--- src/tga_pkg.sv ---
// Package for the TGA RLE pixel decoder: item types, config types and constants.
// Used by tga_front, tga_back and tga_rle_pixel_decoder_unit; no dependencies.
`timescale 1ns / 1ps
`default_nettype none
package tga_pkg;

    localparam int unsigned CAP_W      = 25;
    localparam int unsigned UNUSED_W   = 26;
    localparam int unsigned BPP_W      = 3;
    localparam int unsigned QUEUE_DEPTH = 2;

    localparam logic [7:0]          HDR_REPEAT_BIT = 8'h80;
    localparam logic [7:0]          HDR_COUNT_MASK = 8'h7f;
    localparam logic [BPP_W-1:0]    BPP_RESET      = 3'd3;
    localparam logic [BPP_W-1:0]    BPP_MAX        = 3'd4;
    localparam logic [UNUSED_W-1:0] UNUSED_MAX     = {UNUSED_W{1'b1}};

    // configuration register indexes
    localparam logic CFG_BYTES_PER_PIXEL = 1'b0;
    localparam logic CFG_CAPACITY_PIXELS = 1'b1;

    typedef struct packed {
        logic [7:0] data_byte;
        logic       last_byte;
    } in_item_t;

    typedef struct packed {
        logic [31:0]         pixel_value;
        logic [7:0]          run_length;
        logic                image_done;
        logic [UNUSED_W-1:0] unused_bytes;
    } out_item_t;

    // queue entry: source byte plus its header decode
    typedef struct packed {
        logic [7:0] data_byte;
        logic       last_byte;
        logic       hdr_repeat;
        logic [7:0] hdr_count;
    } q_item_t;

    // control from config registers to the back end
    typedef struct packed {
        logic [1:0]       width_m1;
        logic             cap_load;
        logic [CAP_W-1:0] cap_value;
    } back_cfg_t;

endpackage
`default_nettype wire

--- src/tga_front.sv ---
// Front end of the TGA RLE decoder: accepts source bytes, decodes header fields,
// and holds them in a two-entry queue. Depends on tga_pkg.
`timescale 1ns / 1ps
`default_nettype none
module tga_front (
    input  wire logic               clk,
    input  wire logic               rst_n,
    input  wire logic               in_valid,
    output logic                    in_stall,
    input  wire tga_pkg::in_item_t  in_data,
    output logic                    q_valid,
    output tga_pkg::q_item_t        q_item,
    input  wire logic               q_pop
);

    tga_pkg::q_item_t mem_reg [tga_pkg::QUEUE_DEPTH];
    logic             wr_ptr_reg, wr_ptr_next;
    logic             rd_ptr_reg, rd_ptr_next;
    logic [1:0]       count_reg, count_next;
    logic             push;
    tga_pkg::q_item_t new_item;

    assign in_stall = (count_reg == 2'(tga_pkg::QUEUE_DEPTH));
    assign push     = in_valid && !in_stall;
    assign q_valid  = (count_reg != 2'd0);
    assign q_item   = mem_reg[rd_ptr_reg];

    always_comb
    begin
        new_item.data_byte  = in_data.data_byte;
        new_item.last_byte  = in_data.last_byte;
        new_item.hdr_repeat = (in_data.data_byte & tga_pkg::HDR_REPEAT_BIT) != 8'd0;
        new_item.hdr_count  = (in_data.data_byte & tga_pkg::HDR_COUNT_MASK) + 8'd1;
    end

    always_comb
    begin
        wr_ptr_next = push ? ~wr_ptr_reg : wr_ptr_reg;
        rd_ptr_next = (q_pop && q_valid) ? ~rd_ptr_reg : rd_ptr_reg;
        count_next  = count_reg;
        if (push && !(q_pop && q_valid))
        begin
            count_next = count_reg + 2'd1;
        end
        else if (!push && q_pop && q_valid)
        begin
            count_next = count_reg - 2'd1;
        end
    end

    always_ff @(posedge clk)
    begin
        if (push)
        begin
            mem_reg[wr_ptr_reg] <= new_item;
        end
    end

    always_ff @(posedge clk or negedge rst_n)
    begin
        if (!rst_n)
        begin
            wr_ptr_reg <= 1'b0;
            rd_ptr_reg <= 1'b0;
            count_reg  <= 2'd0;
        end
        else
        begin
            wr_ptr_reg <= wr_ptr_next;
            rd_ptr_reg <= rd_ptr_next;
            count_reg  <= count_next;
        end
    end

endmodule
`default_nettype wire

--- src/tga_back.sv ---
// Back end of the TGA RLE decoder: packet/pixel state, capacity and unused-byte
// counting, and the output register. Depends on tga_pkg.
`timescale 1ns / 1ps
`default_nettype none
module tga_back (
    input  wire logic               clk,
    input  wire logic               rst_n,
    input  wire tga_pkg::back_cfg_t cfg,
    input  wire logic               q_valid,
    input  wire tga_pkg::q_item_t   q_item,
    output logic                    q_pop,
    output logic                    out_valid,
    input  wire logic               out_stall,
    output tga_pkg::out_item_t      out_data
);

    logic                         in_pkt_reg, in_pkt_next;
    logic                         rep_reg, rep_next;
    logic [7:0]                   left_reg, left_next;
    logic [1:0]                   bip_reg, bip_next;
    logic [31:0]                  asm_reg, asm_next;
    logic [tga_pkg::CAP_W-1:0]    cap_reg, cap_next;
    logic [tga_pkg::UNUSED_W-1:0] unused_reg, unused_next;
    logic                         hopen_reg, hopen_next;
    logic                         oval_reg, oval_next;
    tga_pkg::out_item_t           oitem_reg, oitem_next;

    logic                         emit;
    logic [31:0]                  pix;
    logic [31:0]                  asm_full;
    logic [7:0]                   run;
    logic [2:0]                   add;
    logic [tga_pkg::UNUSED_W:0]   sum;
    logic [tga_pkg::UNUSED_W-1:0] unused_sat;

    assign q_pop     = q_valid && (!oval_reg || !out_stall);
    assign out_valid = oval_reg;
    assign out_data  = oitem_reg;

    always_comb
    begin
        in_pkt_next = in_pkt_reg;
        rep_next    = rep_reg;
        left_next   = left_reg;
        bip_next    = bip_reg;
        asm_next    = asm_reg;
        cap_next    = cap_reg;
        unused_next = unused_reg;
        hopen_next  = hopen_reg;
        oval_next   = oval_reg && out_stall;
        oitem_next  = oitem_reg;
        emit        = 1'b0;
        pix         = 32'd0;
        run         = 8'd0;
        add         = 3'd0;
        asm_full    = asm_reg | ({24'd0, q_item.data_byte} << {bip_reg, 3'b000});
        sum         = '0;
        unused_sat  = '0;

        if (q_pop)
        begin
            if (cap_reg == '0)
            begin
                add = 3'd1;
            end
            else if (!in_pkt_reg)
            begin
                in_pkt_next = 1'b1;
                rep_next    = q_item.hdr_repeat;
                left_next   = q_item.hdr_count;
                bip_next    = 2'd0;
                asm_next    = 32'd0;
                hopen_next  = 1'b1;
            end
            else if (bip_reg >= cfg.width_m1)
            begin
                pix = asm_full;
                if (rep_reg)
                begin
                    // clamp the repeat run to what the destination still holds
                    run = (cap_reg < {{(tga_pkg::CAP_W-8){1'b0}}, left_reg}) ?
                          cap_reg[7:0] : left_reg;
                    left_next = 8'd0;
                end
                else
                begin
                    run = 8'd1;
                    left_next = left_reg - 8'd1;
                end
                cap_next = cap_reg - {{(tga_pkg::CAP_W-8){1'b0}}, run};
                if (left_next == 8'd0)
                begin
                    in_pkt_next = 1'b0;
                end
                bip_next   = 2'd0;
                asm_next   = 32'd0;
                hopen_next = 1'b0;
                emit       = 1'b1;
            end
            else
            begin
                bip_next = bip_reg + 2'd1;
                asm_next = asm_full;
            end

            // trailing partial pixel and an unserved header count as unused
            if (q_item.last_byte && in_pkt_next && cap_next != '0)
            begin
                add = {1'b0, bip_next} + {2'd0, hopen_next};
            end

            sum = {1'b0, unused_reg} + {{(tga_pkg::UNUSED_W-2){1'b0}}, add};
            unused_sat  = sum[tga_pkg::UNUSED_W] ? tga_pkg::UNUSED_MAX
                                                 : sum[tga_pkg::UNUSED_W-1:0];
            unused_next = unused_sat;

            if (q_item.last_byte)
            begin
                oval_next              = 1'b1;
                oitem_next.pixel_value = pix;
                oitem_next.run_length  = run;
                oitem_next.image_done  = 1'b1;
                oitem_next.unused_bytes = unused_sat;
                in_pkt_next = 1'b0;
                rep_next    = 1'b0;
                left_next   = 8'd0;
                bip_next    = 2'd0;
                asm_next    = 32'd0;
                cap_next    = cfg.cap_value;
                unused_next = '0;
                hopen_next  = 1'b0;
            end
            else if (emit)
            begin
                oval_next              = 1'b1;
                oitem_next.pixel_value = pix;
                oitem_next.run_length  = run;
                oitem_next.image_done  = 1'b0;
                oitem_next.unused_bytes = '0;
            end
        end

        if (cfg.cap_load)
        begin
            cap_next = cfg.cap_value;
        end
    end

    always_ff @(posedge clk)
    begin
        oitem_reg <= oitem_next;
    end

    always_ff @(posedge clk or negedge rst_n)
    begin
        if (!rst_n)
        begin
            in_pkt_reg <= 1'b0;
            rep_reg    <= 1'b0;
            left_reg   <= 8'd0;
            bip_reg    <= 2'd0;
            asm_reg    <= 32'd0;
            cap_reg    <= '0;
            unused_reg <= '0;
            hopen_reg  <= 1'b0;
            oval_reg   <= 1'b0;
        end
        else
        begin
            in_pkt_reg <= in_pkt_next;
            rep_reg    <= rep_next;
            left_reg   <= left_next;
            bip_reg    <= bip_next;
            asm_reg    <= asm_next;
            cap_reg    <= cap_next;
            unused_reg <= unused_next;
            hopen_reg  <= hopen_next;
            oval_reg   <= oval_next;
        end
    end

endmodule
`default_nettype wire

--- src/tga_rle_pixel_decoder_unit.sv ---
// TGA RLE pixel decoder, top level: config registers, front queue and back end.
// Path: front queue, then back-end state and output register, then out_valid.
// Throughput: one byte per cycle while the output slot is not held by out_stall;
// the two-entry queue decouples input from output stall.
// Reset: all decode state cleared, bytes_per_pixel = 3, capacity_pixels = 0.
// Depends on tga_pkg, tga_front, tga_back.
`timescale 1ns / 1ps
`default_nettype none
module tga_rle_pixel_decoder_unit (
    input  wire logic                        clk,
    input  wire logic                        rst_n,
    input  wire logic                        in_valid,
    output logic                             in_stall,
    input  wire tga_pkg::in_item_t           in_data,
    output logic                             out_valid,
    input  wire logic                        out_stall,
    output tga_pkg::out_item_t               out_data,
    input  wire logic                        cfg_valid,
    output logic                             cfg_ready,
    input  wire logic                        cfg_index,
    input  wire logic [tga_pkg::CAP_W-1:0]   cfg_data
);

    logic [tga_pkg::BPP_W-1:0] bpp_reg, bpp_next;
    logic [tga_pkg::CAP_W-1:0] cap_cfg_reg, cap_cfg_next;
    logic                      cfg_wr;
    tga_pkg::back_cfg_t        back_cfg;
    logic                      q_valid;
    logic                      q_pop;
    tga_pkg::q_item_t          q_item;

    assign cfg_ready = 1'b1;
    assign cfg_wr    = cfg_valid && cfg_ready;

    always_comb
    begin
        bpp_next     = bpp_reg;
        cap_cfg_next = cap_cfg_reg;
        if (cfg_wr && cfg_index == tga_pkg::CFG_BYTES_PER_PIXEL)
        begin
            bpp_next = cfg_data[tga_pkg::BPP_W-1:0];
        end
        if (cfg_wr && cfg_index == tga_pkg::CFG_CAPACITY_PIXELS)
        begin
            cap_cfg_next = cfg_data;
        end
    end

    always_ff @(posedge clk or negedge rst_n)
    begin
        if (!rst_n)
        begin
            bpp_reg     <= tga_pkg::BPP_RESET;
            cap_cfg_reg <= '0;
        end
        else
        begin
            bpp_reg     <= bpp_next;
            cap_cfg_reg <= cap_cfg_next;
        end
    end

    // width 0 acts as 1, widths above 4 act as 4
    always_comb
    begin
        if (bpp_reg == '0)
        begin
            back_cfg.width_m1 = 2'd0;
        end
        else if (bpp_reg > tga_pkg::BPP_MAX)
        begin
            back_cfg.width_m1 = 2'd3;
        end
        else
        begin
            back_cfg.width_m1 = 2'(bpp_reg - 3'd1);
        end
        back_cfg.cap_load  = cfg_wr && cfg_index == tga_pkg::CFG_CAPACITY_PIXELS;
        back_cfg.cap_value = back_cfg.cap_load ? cfg_data : cap_cfg_reg;
    end

    tga_front u_front (
        .clk      (clk),
        .rst_n    (rst_n),
        .in_valid (in_valid),
        .in_stall (in_stall),
        .in_data  (in_data),
        .q_valid  (q_valid),
        .q_item   (q_item),
        .q_pop    (q_pop)
    );

    tga_back u_back (
        .clk       (clk),
        .rst_n     (rst_n),
        .cfg       (back_cfg),
        .q_valid   (q_valid),
        .q_item    (q_item),
        .q_pop     (q_pop),
        .out_valid (out_valid),
        .out_stall (out_stall),
        .out_data  (out_data)
    );

    // input side only backs up while the queue holds items
    assert property (@(posedge clk) disable iff (!rst_n) in_stall |-> q_valid)
        else $error("input stalled with empty queue");

    // a popped item always frees or replaces the output slot in time
    assert property (@(posedge clk) disable iff (!rst_n)
        (q_pop && out_valid) |-> !out_stall)
        else $error("queue popped while output slot blocked");

    // pixel results carry a nonzero run and no unused count
    assert property (@(posedge clk) disable iff (!rst_n)
        (out_valid && !out_data.image_done) |->
        (out_data.run_length != 8'd0 && out_data.unused_bytes == '0))
        else $error("malformed pixel result");

    // runs never exceed one packet
    assert property (@(posedge clk) disable iff (!rst_n)
        out_valid |-> (out_data.run_length <= 8'd128))
        else $error("run length beyond packet size");

endmodule
`default_nettype wire

--- config.mk ---
export PLATFORM = sky130hd
export DESIGN_NAME = tga_rle_pixel_decoder_unit
export DESIGN_NICKNAME = d
export VERILOG_FILES = /design/src/tga_pkg.sv /design/src/tga_front.sv /design/src/tga_back.sv /design/src/tga_rle_pixel_decoder_unit.sv
export SDC_FILE = /design/constraint.sdc
export NUM_CORES = 1
export LEC_CHECK = 0
export ABC_AREA = 1
export BUFFER_PORTS_ARGS = -buffer_cell sky130_fd_sc_hd__buf_2
export CAP_MARGIN = 25
export CORE_UTILIZATION = 45
export DETAILED_ROUTE_END_ITERATION = 10
export SYNTH_ARGS = -nofsm -noshare
export SYNTH_HDL_FRONTEND = slang
export SYNTH_SLANG_ARGS = --single-unit
--- constraint.sdc ---
create_clock -name clk -period 7.5 [get_ports clk]
set_input_delay 1.125 -clock clk [delete_from_list [all_inputs] [get_ports clk]]
set_output_delay 1.125 -clock clk [all_outputs]
set_load 0.05 [all_outputs]
Word level (Yosys, flattened, before mapping)
Memory sizes are Yosys's and may differ from the RTL's.
Cells that the tools add are included.
W data, S select, Z words.
Storage, ports and cells
  register bits after elaboration: 196
  bits in latches: 0
  memory bits (writable): 36
  bits in read-only memories: 0
  input port bits: 40
  memories kept: 1
Memories
  u_front.mem_reg: words 2, width 18, read ports 1, clocked after memory_dff 0, write ports 1, line tga_front.sv:16  | tga_pkg::q_item_t mem_reg [tga_pkg::QUEUE_DEPTH];
Operators by class
  add/subtract/negate cells: 9
  multipliers: 0
  div/mod/pow operators: 0
  magnitude comparators: 3
  eq/ne operators: 4
  shifts and indexed selects: 1
  multiplexer cells: 72
  bitwise operators: 4
  reductions and logical operators: 29
Operator list (count)
  $mux W32: 7
  $mux W25: 8
  $mux W8: 18
  $mux W67: 2
  $mux W26: 2
  $or A32 B32 Y32: 1
  $shl A8 B5 Y32: 1
  $add A26 B3 Y27: 1
  $logic_not A25 Y1: 1
  $lt A25 B8 Y1: 1
  $reduce_bool A25 Y1: 1
  $sub A25 B8 Y25: 1
  $mux W1: 24
  $mux W2: 9
  $logic_and A1 B1 Y1: 11
  $add A7 B1 Y8 const B: 1
  $logic_not A8 Y1: 1
  $reduce_bool A2 Y1: 4
  $sub A8 B1 Y8 const B: 1
  $mux W3: 2
  $reduce_and A3 Y1: 2
  $logic_not A1 Y1: 5
  $add A2 B1 Y2 const B: 2
  $ne A2 B1 Y1 const B: 2
  other kinds (10): 14

Longest topological paths before layout
  word-level depth: 21
  depth in mapped cells: 47

Modules after synthesis
A second synthesis with hierarchy kept.
Unflattened totals
  cell total of the unflattened synthesis: 1448
  area total of the unflattened synthesis: 12186.7 µm²
By module, submodules not included
  tga_back: instances 1, cells an instance 1165, area an instance 9370.2 µm², seq. area each 4439.3 µm²
  tga_front: instances 1, cells an instance 146, area an instance 1619.1 µm², seq. area each 1121.1 µm²
  tga_rle_pixel_decoder_unit: instances 1, cells an instance 137, area an instance 1197.4 µm², seq. area each 703.2 µm²

Least setup slack after synthesis
No wires, ideal clock.
  path kind: reg2reg
  start point: reg bpp_reg[0] in the netlist's numbering
  end point: reg u_back.oitem_reg (netlist bit u_back.out_data[0]), enable pin
  library setup time: 0.516 ns
  data arrival time: 5.416 ns
  data required time: 6.984 ns
  setup slack: 1.568 ns
  cell stages (with the launch flop): 12
  clock period less this slack: 5.932 ns
  path through: dfstp_2 inv_1 ha_1 maj3_1 ha_1 nand2_1 nand3_1 nand2_1 inv_2 nand2_2 buf_6 a21oi_1
Between the ends
  cells in the longest elaborated chain, start to end: 10
RTL lines
  start: declaration: line tga_rle_pixel_decoder_unit.sv:24  | logic [tga_pkg::BPP_W-1:0] bpp_reg, bpp_next;
  start signal: assignment: line tga_rle_pixel_decoder_unit.sv:53  | bpp_reg <= tga_pkg::BPP_RESET;
  start signal: assignment: line tga_rle_pixel_decoder_unit.sv:58  | bpp_reg <= bpp_next;
  $gt A3 B3 Y1 / $sub A2 B1 Y2 (equally long branches): line tga_rle_pixel_decoder_unit.sv:70, tga_rle_pixel_decoder_unit.sv:76
  $mux W2: line tga_rle_pixel_decoder_unit.sv:70  | else if (bpp_reg > tga_pkg::BPP_MAX)
  $mux W2 (*): line tga_rle_pixel_decoder_unit.sv:66  | if (bpp_reg == '0)
  $ge A2 B2 Y1 (*): line tga_back.sv:75  | else if (bip_reg >= cfg.width_m1)
  $mux W1 (*): line tga_back.sv:75
  $mux W1 (*): line tga_back.sv:66  | else if (!in_pkt_reg)
  $mux W1 (*): line tga_back.sv:62  | if (cap_reg == '0)
  $mux W1 (*): line tga_back.sv:60  | if (q_pop)
  $reduce_bool A2 Y1 (no source line) (*)
  $reduce_and A2 Y1 (no source line) (*)
  end signal: assignment: line tga_back.sv:151  | oitem_reg <= oitem_next;
  end: declaration: line tga_back.sv:26  | tga_pkg::out_item_t oitem_reg, oitem_next;
Mark *: on every way between the ends. The rest lies on a longest branch, timed or not. The select of a mux whose other input is x is not followed.
A chain may end at the register's enable or synchronous reset.

Worst setup path in the final report
  start point: reg u_back.cap_reg[2] in the netlist's numbering
  end point: reg u_back.oitem_reg (netlist bit u_back.out_data[24]), data pin
Between the ends
  cells in the longest elaborated chain, start to end: 19
RTL lines
  start: declaration: line tga_back.sv:22  | logic [tga_pkg::CAP_W-1:0] cap_reg, cap_next;
  start signal: assignment: line tga_back.sv:175  | cap_reg <= cap_next;
  $lt A25 B8 Y1: line tga_back.sv:81  | run = (cap_reg < {{(tga_pkg::CAP_W-8){1'b0}}, left_reg}) ?
  $mux W8: line tga_back.sv:81
  $mux W8: line tga_back.sv:78  | if (rep_reg)
  $mux W8: line tga_back.sv:75
  $mux W8: line tga_back.sv:66
  $mux W8: line tga_back.sv:62
  $mux W8: line tga_back.sv:60
  $sub A25 B8 Y25: line tga_back.sv:90  | cap_next = cap_reg - {{(tga_pkg::CAP_W-8){1'b0}}, run};
  (+3 left out)
  $mux W25: line tga_back.sv:60
  $reduce_bool A25 Y1: line tga_back.sv:107  | if (q_item.last_byte && in_pkt_next && cap_next != '0)
  $logic_and A1 B1 Y1: line tga_back.sv:107
  $mux W3 (*): line tga_back.sv:107
  $mux W3 (*): line tga_back.sv:60
  $add A26 B3 Y27 (*): line tga_back.sv:112  | sum = {1'b0, unused_reg} + {{(tga_pkg::UNUSED_W-2){1'b0}}, add};
  $mux W26 (*): line tga_back.sv:113  | unused_sat = sum[tga_pkg::UNUSED_W] ? tga_pkg::UNUSED_MAX
  $mux W67 (*): line tga_back.sv:117  | if (q_item.last_byte)
Marked as above.

==> flow_summary.ini <==
[status]
outcome = completed

[worst_setup_path]
required_ns = 7.79
cp_slowest_cell = dfrtp_1
max_stage_delay_ns = 0.46
path_class = reg2reg
worstReg2RegStart = u_back.cap_reg[2]$_DFFE_PN0P_
crit_top_cell = nand2_1
worstSetupEndpointType = flop
crit_start = u_back.cap_reg[2]$_DFFE_PN0P_
cp_max_fo = 21
crit_path_start_kind = flop
cp.arrival_ns = 6.86

[clock_network]
root_buffer = clkbuf_16
cts_buffers = 25
cts_hold_buf = 0
clk_path_buf_depth = 3
numClockSinks = 230
htreeDepth = 1
clkTransAtPathRegs_ns = 0.06
cts_tree = done
clock_latency_ns = 0.54

[yosys]
yosysWarnings = 0
synth_top_cell_area_share = 0.265
synth.most_common_cell = nand2_1
synth_area_per_cell_sq_um = 8.41
synth_top_area_cell = dfrtp_1
synthArstFlopShare = 0.561
postSynthCellCount = 1423
synth-edff-count = 101
yosysUniqueCellTypes = 48
synth-main-ff-cell = dfrtp_1
syn_area_sq_um = 12000
synthTopCellsByCount = nand2_1 (344), inv_1 (169), nor2_1 (157)
seq_area_frac_synth = 0.523
synth_area_leaders = dfrtp_1 (27%), edfxtp_1 (25%), nand2_1 (11%), inv_1 (5.3%), nor2_1 (4.9%)
ys_ff_latch = 230
synth_nets = 1490

[die]
row_count = 59
die_w_um = 165
core_area_sq_um = 26100
num_io_pins = 110
start_util = 0.459
die_y_um = 165
dieArea_sq_um = 27300

[placement]
dp_hpwl_um = 21300
routabilityCongestion = 0.908
port-buffer-count = 108

[global_routing]
grt_busiest_layer = met2
grt_use_met3 = 0.0280
grt_use_met2 = 0.383
grtUsageMet1 = 0.325
grt_pass1_vias = 9605
antenna_found_initial = 0
grt_usage = 0.234
grt_max_degree = 74
gr-total-overflow = 0
grt_first_pass_wirelength_um = 49900

[sta]
slew_violations = 0
skew_ns = 0.0111
period_minus_slack_ns = 6.57
max-slew-margin-rel = 0.356
hold_violations = 0
rsz0062_at_grt = false
worstMarginPinSlew_ns = 0.965
finalSetupViolations = 0
finalSetupTns_ns = 0
max_freq_mhz = 152
period_share = 0.876

[drt]
drc = 0
drt_iter0_drc = 655
vias_per_cell = 5.29
drt-total-wl_um = 31000
firstDrtPassIters = 5
ant_nets = 0
avgRoutedWirePerCell_um = 16.5
via_count = 9917

[power]
leakagePower_nw = 6.22
p_clk_frac = 0.199
swShare = 0.474
power_density_nw_per_um2 = 445
p_int_w = 0.00319
switching_power_w = 0.00288
p_comb_frac = 0.473
p_seq_frac = 0.329
power_w = 0.00608
ir_drop_mv = 0.316

[layout]
diodes = 0
fin_util = 0.524
areaGrowthSynthToFinish_pct = 14.1
largest_reg_flops = 67
finalNetCount = 1589
nFillCells = 2526
drive_gt1_frac = 0.138

[job]
drv_cap = 0

[hold_path]
holdCritPathClass = reg2reg
worstHoldStart = cap_cfg_reg[19]$_DFF_PN0_
-- metrics by stage --
stage / instances / hold WS, ns / setup WS [ns] / instance area, sq um
floorplan: 1423 / 0.445 / 1.57 / 12000
global placement: 1827 / 0.460 / 0.832 / 12800
detailed placement: 1827 / 0.465 / 0.680 / 12800
CTS: 1873 / 0.481 / 0.660 / 13600
global route: 1876 / 0.497 / 0.183 / 13700
finish: 1876 / 0.475 / 0.933 / 13700
-- cell type report --
class | instances | area (sq um) | share of cell area
Clock buffer | 32 | 652 | 0.0477
Sequential cell | 230 | 6260 | 0.459
Multi-Input combinational cell | 963 | 4820 | 0.353
Timing Repair Buffer | 123 | 692 | 0.0507
Tap cell | 335 | 419 | 0.0307
Clock inverter | 14 | 136 | 0.00999
Inverter | 179 | 672 | 0.0492
-- repair_timing --
item	4_1_cts	5_1_grt
gates resized for setup	0	1
setup endpoints to repair	0	6
buffers inserted	0	0
-- power groups by stage --
stage,clock (W),combinational (W),sequential [W]
3_3_place_gp,0,0.00284,0.00201
4_1_cts,0.00123,0.00286,0.00200
5_1_grt,0.00128,0.00318,0.00204
3_5_place_dp,0,0.00285,0.00202
6_report,0.00121,0.00287,0.00200
2_1_floorplan,0,0.00158,0.00252
-- layout by cell type (no fill, tap or decap), types with 6 or more instances in the layout --
cell type  Yosys  final
inv_2          6      6
buf_4          1     13
buf_2         14    107
o21ai_1       12     12
nand2_1      344    344
o21ai_0       54     54
nor2_1       157    154
xor2_1        22     22
or2_2         18     18
dfrtp_1      127    127
nand3_1       88     88
nor3_1        17     17
nand3b_1       6      6
o311ai_0      14     14
clkinv_1       4      8
ha_1          25     25
o311ai_1       6      6
nor2_2         9     12
nand4_1       21     21
o22ai_1       17     17
clkbuf_1      27      7
clkbuf_16      0     25
edfxtp_1     101    101
a21oi_1      112    111
a22o_1         6      6
inv_1        169    169
-- final timing paths --
check	endpoint	slack (ns)	cells past startpoint
max	u_back.out_data[24]$_SDFFCE_PN0P_	0.93	34
min	cap_cfg_reg[19]$_DFF_PN0_	0.47	2
max reg2reg	u_back.out_data[24]$_SDFFCE_PN0P_	0.93	34
min reg2reg	cap_cfg_reg[19]$_DFF_PN0_	0.47	2
max in group asynchronous	cap_cfg_reg[5]$_DFF_PN0_	5.87	3
min in group asynchronous	u_back.asm_reg[1]$_DFFE_PN0P_	0.56	1
-- worst max-delay path: cells and delay by family, from the launching register on --
kind / cells / cell delay (ns)
AND/OR/NAND/NOR: 17 / 2.42
AO/OA/AOI/OAI: 8 / 1.41
adder cells (fa/ha/maj): 4 / 1.36
buffers and inverters: 5 / 0.66
flip-flops: 1 / 0.46
-- cell families (layout without fill, tap and decap cells) --
logic type               after synthesis  after routing  synth area share
buffers and inverters                230            348            0.0758
adder cells (fa/ha/maj)               28             28            0.0303
AND/OR/NAND/NOR                      678            678             0.243
AO/OA/AOI/OAI                        231            231             0.109
multiplexers                           1              1          0.000941
XOR/XNOR                              24             24            0.0176
other                                  1              1          0.000313
flip-flops                           230            230             0.523
-- routing by layer --
| metal | vias to the layer above | wire length (um) |
|---|---|---|
| met5 | - | 0 |
| li1 | 4908 | - |
| met2 | 241 | 14100 |
| met4 | 0 | 802 |
| met1 | 4714 | 14700 |
| met3 | 54 | 1330 |
(Power assumes the default switching activity.)
